<file path="config.mk">
export PLATFORM = sky130hd
export DESIGN_NAME = ctp_div
export DESIGN_NICKNAME = d
export VERILOG_FILES = /design/src/design/ctp_div.sv
export SDC_FILE = /design/constraint.sdc
export NUM_CORES = 1
export LEC_CHECK = 0
export BUFFER_PORTS_ARGS = -buffer_cell sky130_fd_sc_hd__buf_4
export CORE_MARGIN = 4
export CORE_UTILIZATION = 65
export CTS_CLUSTER_DIAMETER = 60
export DETAILED_ROUTE_END_ITERATION = 7
export PLACE_DENSITY = 0.83
export REMOVE_ABC_BUFFERS = 1
export SLEW_MARGIN = 30
export SYNTH_ARGS = -nofsm -noshare
export SYNTH_HDL_FRONTEND = slang
export SYNTH_SLANG_ARGS = --single-unit
</file>
<file path="constraint.sdc">
create_clock -name clk -period 6.4 [get_ports clk]
set_clock_uncertainty 0.15 [all_clocks]
set_input_delay 0.96 -clock clk [delete_from_list [all_inputs] [get_ports clk]]
set_output_delay 0.96 -clock clk [all_outputs]
set_load 0.02 [all_outputs]
</file>
<file path="src/design/ctp_div.sv">
// Pipelined restoring divider, one quotient bit per stage, round half up on the remainder.
`timescale 1ns / 1ps
module ctp_div #(
	parameter int NUM_W = 16,
	parameter int DEN_W = 8
) (
	input  logic             clk,
	input  logic [NUM_W-1:0] num,
	input  logic [DEN_W-1:0] den,
	output logic [NUM_W-1:0] quo
);

	logic [NUM_W-1:0] qn_s  [0:NUM_W];
	logic [DEN_W-1:0] rem_s [0:NUM_W];
	logic [DEN_W-1:0] den_s [0:NUM_W];
	logic [DEN_W-1:0] half;

	assign qn_s[0]  = num;
	assign rem_s[0] = '0;
	assign den_s[0] = den;

	for (genvar k = 0; k < NUM_W; k++) begin : g_step
		logic [DEN_W:0] trial;
		logic           ge;
		assign trial = {rem_s[k], qn_s[k][NUM_W-1]};
		assign ge    = trial >= {1'b0, den_s[k]};
		always_ff @(posedge clk) begin
			rem_s[k+1] <= ge ? DEN_W'(trial - {1'b0, den_s[k]}) : trial[DEN_W-1:0];
			qn_s[k+1]  <= {qn_s[k][NUM_W-2:0], ge};
			den_s[k+1] <= den_s[k];
		end
	end

	// ceil(den/2)
	assign half = den_s[NUM_W] - (den_s[NUM_W] >> 1);

	always_ff @(posedge clk) begin
		quo <= qn_s[NUM_W] + NUM_W'(rem_s[NUM_W] >= half);
	end

endmodule
</file>
Word-level counts from Yosys, hierarchy flattened
Index checks and enable logic that the tools add are counted.
{ "totals": {"reg_bits": 528, "input_bits": 25, "elab_cells": 101, "output_inout_bits": 16} }
{ "classes": {"n_addsub": 18, "magnitude_cmp": 17, "muxes": 16} }
{ "ops": {"columns": ["op", "n"], "rows": [
  [">= comparator 9 x 8 -> 1 bit", 15],
  ["two-way mux 8 bit", 15],
  ["subtractor 8 bit", 15],
  ["adder 16 x 1 -> 16 bit", 1],
  [">= comparator 1 x 8 -> 1 bit", 1],
  [">= comparator 8 bit", 1],
  ["subtractor 1 x 8 -> 8 bit", 1],
  ["subtractor 8 x 7 -> 8 bit", 1],
  ["two-way mux 1 bit", 1]
]} }

Logic depth before layout (Yosys ltp)
{ "logic_depth": {"word_depth": 3, "ltp_mapped": 19, "mapped_depth_nobuf": 19} }

Worst setup path before layout
No wires, ideal clock.
{ "synth_timing": {"path_kind": "register -> register", "start": "register den_s[1] (netlist bit)", "end": "register quo[14]", "path_slack_ns": 3.054, "t_arrival_ns": 3.124, "n_path_buf": 0, "t_required_ns": 6.178, "setup_time_ns": 0.072, "period_less_slack_ns": 3.346, "stages_incl_launch_ff": 19, "cell_sequence": "dfxtp_1 -> ha_1 -> inv_1 -> fa_1 -> a21o_1 -> a21oi_1 -> o21bai_1 -> a21oi_1 -> xor2_1 -> ha_1 -> a21o_1 -> a21oi_1 -> nand2_1 -> ha_1 -> ha_1 -> nand3_1 -> nor2_1 -> nand2_1 -> xnor2_1"} }
{ "synth_via": {"elab_chain_cells": 3} }
{ "synth_rtl": {"columns": ["element", "line", "text"], "rows": [
  ["start: declaration", "15", "logic [DEN_W-1:0] den_s [0:NUM_W];"],
  ["start signal: indexed assignment", "30", "den_s[k+1] <= den_s[k];"],
  ["subtractor 8 x 7 -> 8 bit", "35", "assign half = den_s[NUM_W] - (den_s[NUM_W] >> 1);"],
  [">= comparator 8 bit", "38", "quo <= qn_s[NUM_W] + NUM_W'(rem_s[NUM_W] >= half);"],
  ["adder 16 x 1 -> 16 bit", "38", null],
  ["end signal: assignment", "38", null],
  ["end: declaration", "10", "output logic [NUM_W-1:0] quo"]
]} }
Every way passes these cells.
A chain may end at the register's enable or synchronous reset.

Worst setup path after layout
{ "layout_timing": {"start": "register den_s[1] (netlist bit)", "end": "register quo[12]"} }
The elaborated chain is that of the path after synthesis.

==> results.toml <==
[clock_network]
cts_buffers = 47
clkTransAtPathRegs_ns = 0.07
post_cts_buffers = 0
cts_resized = 0
cts_tree = "done"
hold_buffers = 0
clk_latency_ns = 0.58
max-clock-path-buffers = 3
cts_max_level = 2
cts_sinks = 528
clock_tree.root_cell = "clkbuf_16"

[logic_synthesis]
syn_area_sq_um = 18100
synth_xor_area_share_pct = 3.870
synth_seq_cells = 528
synth_top_family_by_area = "adder cells"
yosys.area_share.simple_pct = 8.031
synthMuxAreaShare_pct = 5.177
yosys_most_used_dff = "dfxtp_1"
async_reset_ff_share_pct = 0
synth_compound_area_share_pct = 9.475
synth_fa_ha_area_share_pct = 11.38
syn_inst = 1593
synth.distinct_cells = 49
ys_warn_count = 0
syn_area_per_cell_sq_um = 11.36
yosysSeqAreaShare_pct = 58.39
synth_edf_count = 0

[cells_and_area]
fin_cells = 2085
fillers = 1693
drive_above_1_share_pct = 8.757
antenna_cells = 0
nets = 1859
area_growth_pct = 13.35

[worst_hold_path]
hold_start = "qn_s[156]"
holdPathStages = 0
hold_class = "reg -> reg"
whs_endpoint = "qn_s[141]"

[worst_setup_path]
path_max_fanout = 4
regToRegEndpoint = "quo[12]"
start_kind = "flip-flop"
endpoint_kind = "flip-flop"
r2r-start = "den_s[1]"
worstPathRequired_ns = 6.71
ff2ff_setup_slack_ns = 2.54
arrival_ns = 4.17
reg2reg_depth = 18
path_class = "reg -> reg"

[global_route]
grt_pass1_vias = 11725
grt_first_pass_wirelength_um = 55420
grt_overflow = 0
antenna_found_initial = 0
grt_max_degree = 17
track_usage_pct = 21.80

[timing]
fmax_mhz = 259.0
setup_violations = 0
tns_ns = 0
drv_slew = 0
rsz0062_at_grt = "no"
worst_pin_slew_ns = 0.6145
timing.slew.headroom_pct = 59.03
finalHoldViolCount = 0
finalCritPeriodShare_pct = 60.33
min_period_ns = 3.861

[floorplanning]
start_util_pct = 66.62
core_area_sq_um = 27180
die_w_um = 174.9
dieArea_sq_um = 30590
num_rows = 60
die_h_um = 174.9
io_pins = 41

[power_and_ir_drop]
power.leakage_nw = 9.479
power_density_nw_per_um2 = 511.0
ir_worst_vdd_uv = 262.8

[routing]
first_pass_iters = 5
drt_wl_total_um = 33090
vias = 11319
drc_errors = 0
drt_iter0_markers = 562
viasPerCell = 5.429
wl_per_cell_um = 15.87
drtAntennaViolNets = 0

[place]
port_buffers = 40
dp_cells = 2002
place_congestion = 0.8270
place_hpwl_um = 22130

[outcome]
outcome = "finished clean"

[flow_run]
drv_cap = 0
-- synthesized netlist by cell type (2+ instances only) --
library cell / instances / area share [%]
a21oi_1: 80 / 2.2
a221o_1: 11 / 0.61
o211ai_1: 2 / 0.083
xnor2_1: 57 / 2.8
nor2_1: 90 / 1.9
a211o_1: 2 / 0.097
nand2b_1: 8 / 0.28
xor2_1: 23 / 1.1
nor3_1: 43 / 1.2
nand3b_1: 5 / 0.21
inv_1: 165 / 3.4
a31oi_1: 6 / 0.21
o21bai_1: 16 / 0.66
mux2_2: 11 / 0.68
o21ai_0: 57 / 1.6
nor2b_1: 20 / 0.69
nand2_1: 53 / 1.1
and3_1: 32 / 1.1
o21a_1: 14 / 0.58
o31a_1: 3 / 0.15
mux2_1: 46 / 2.9
dfxtp_1: 528 / 58
mux2i_1: 22 / 1.2
fa_1: 16 / 1.8
nor3b_1: 10 / 0.41
buf_1: 2 / 0.041
mux2_4: 5 / 0.41
a21o_1: 30 / 1.2
inv_2: 4 / 0.083
o41ai_1: 11 / 0.53
o2111ai_1: 2 / 0.097
o21ai_2: 10 / 0.48
nand4_1: 14 / 0.48
nand3_1: 18 / 0.50
buf_2: 2 / 0.055
o31ai_1: 4 / 0.17
ha_1: 139 / 9.6
o21ai_1: 21 / 0.58
-- worst max-delay path by stage --
stage / start / end / slack [ns] / cells past startpoint
CTS: den_s[1] / quo[12] / 2.55 / 18
floorplan: den_s[1] / quo[14] / 3.05 / 18
finish: den_s[1] / quo[12] / 2.54 / 18
global route: den_s[1] / quo[12] / 2.25 / 18
global placement: den_s[1] / quo[14] / 2.75 / 18
detailed placement: den_s[1] / quo[12] / 2.66 / 18
-- through the flow --
step | power [mW] | setup slack, ns | hold WS, ns | instance area [sq um] | utilization (%)
2_1_floorplan | 6.758 | 3.054 | 0.1596 | 18070 | -
4_1_cts | 10.52 | 2.555 | 0.1695 | 20520 | 75.51
3_5_place_dp | 7.506 | 2.656 | 0.1621 | 18860 | 69.38
5_1_grt | 11.11 | 2.248 | 0.1775 | 20520 | 75.51
6_report | 10.49 | 2.539 | 0.1724 | 20520 | 75.51
3_3_place_gp | 7.352 | 2.751 | 0.1598 | 18860 | 69.38
-- power breakdown --
part | switching [mW] | internal (mW) | total (mW)
Sequential | 0.342 | 4.03 | 4.37
Clock | 1.22 | 1.71 | 2.94
Combinational | 1.71 | 1.47 | 3.18
Total | 3.27 | 7.21 | 10.5
-- flip-flops by register name (all words and copies together) (netlist names) --
name and flops:
qn_s 241, den_s 128, quo 16, rem_s 8, g_step.trial 135
-- cells by family after synthesis --
family | after synthesis
buffers and inverters | 175
XOR/XNOR | 80
AND/OR/NAND/NOR | 298
AO/OA/AOI/OAI | 273
flip-flops | 528
multiplexers | 84
adder cells (fa/ha/maj) | 155
-- cell usage in the layout, fill, tap and decap left out, types with 4 or more instances in the layout --
cell type    n
dfxtp_1    528
inv_1      165
ha_1       139
nor2_1      90
a21oi_1     80
xnor2_1     57
o21ai_0     57
nand2_1     53
clkbuf_16   47
mux2_1      46
nor3_1      43
buf_4       42
and3_1      32
a21o_1      30
xor2_1      23
mux2i_1     22
o21ai_1     21
nor2b_1     20
nand3_1     18
o21bai_1    16
fa_1        16
nand4_1     14
o21a_1      14
o41ai_1     11
a221o_1     11
mux2_2      11
o21ai_2     10
nor3b_1     10
clkbuf_8     9
nand2b_1     8
clkinv_2     8
a31oi_1      6
clkbuf_1     6
bufinv_16    6
nand3b_1     5
mux2_4       5
inv_2        4
o31ai_1      4
-- worst max-delay path, cell delays in order, from the launching register on --
cell and delay [ns]:
dfxtp_1 0.38, ha_1 0.19, inv_1 0.05, fa_1 0.40
a21o_1 0.20, a21oi_1 0.22, o21bai_1 0.10, a21oi_1 0.18
xor2_1 0.09, ha_1 0.29, a21o_1 0.11, a21oi_1 0.06
nand2_1 0.12, ha_1 0.25, ha_1 0.23, nand3_1 0.19
nor2_1 0.28, nand2_1 0.12, xnor2_1 0.14
-- layout make-up --
cell class | instances | area [sq um] | area share (%)
inverters | 170 | 638.1 | 3.110
well taps | 372 | 465.4 | 2.268
multi-input cells | 890 | 6867 | 33.46
flip-flops and latches | 528 | 10570 | 51.51
clock inverters | 21 | 341.6 | 1.665
clock buffers | 62 | 1323 | 6.445
repair buffers | 42 | 315.3 | 1.537
-- per-layer routing --
layer | global-route usage [%] | routed length (um)
met2 | 41.96 | 17760
met4 | 8.838 | 1143
met1 | 23.97 | 13210
met3 | 3.116 | 980
met5 | 0 | 0
Note: power is estimated with default switching activity, not from simulation.
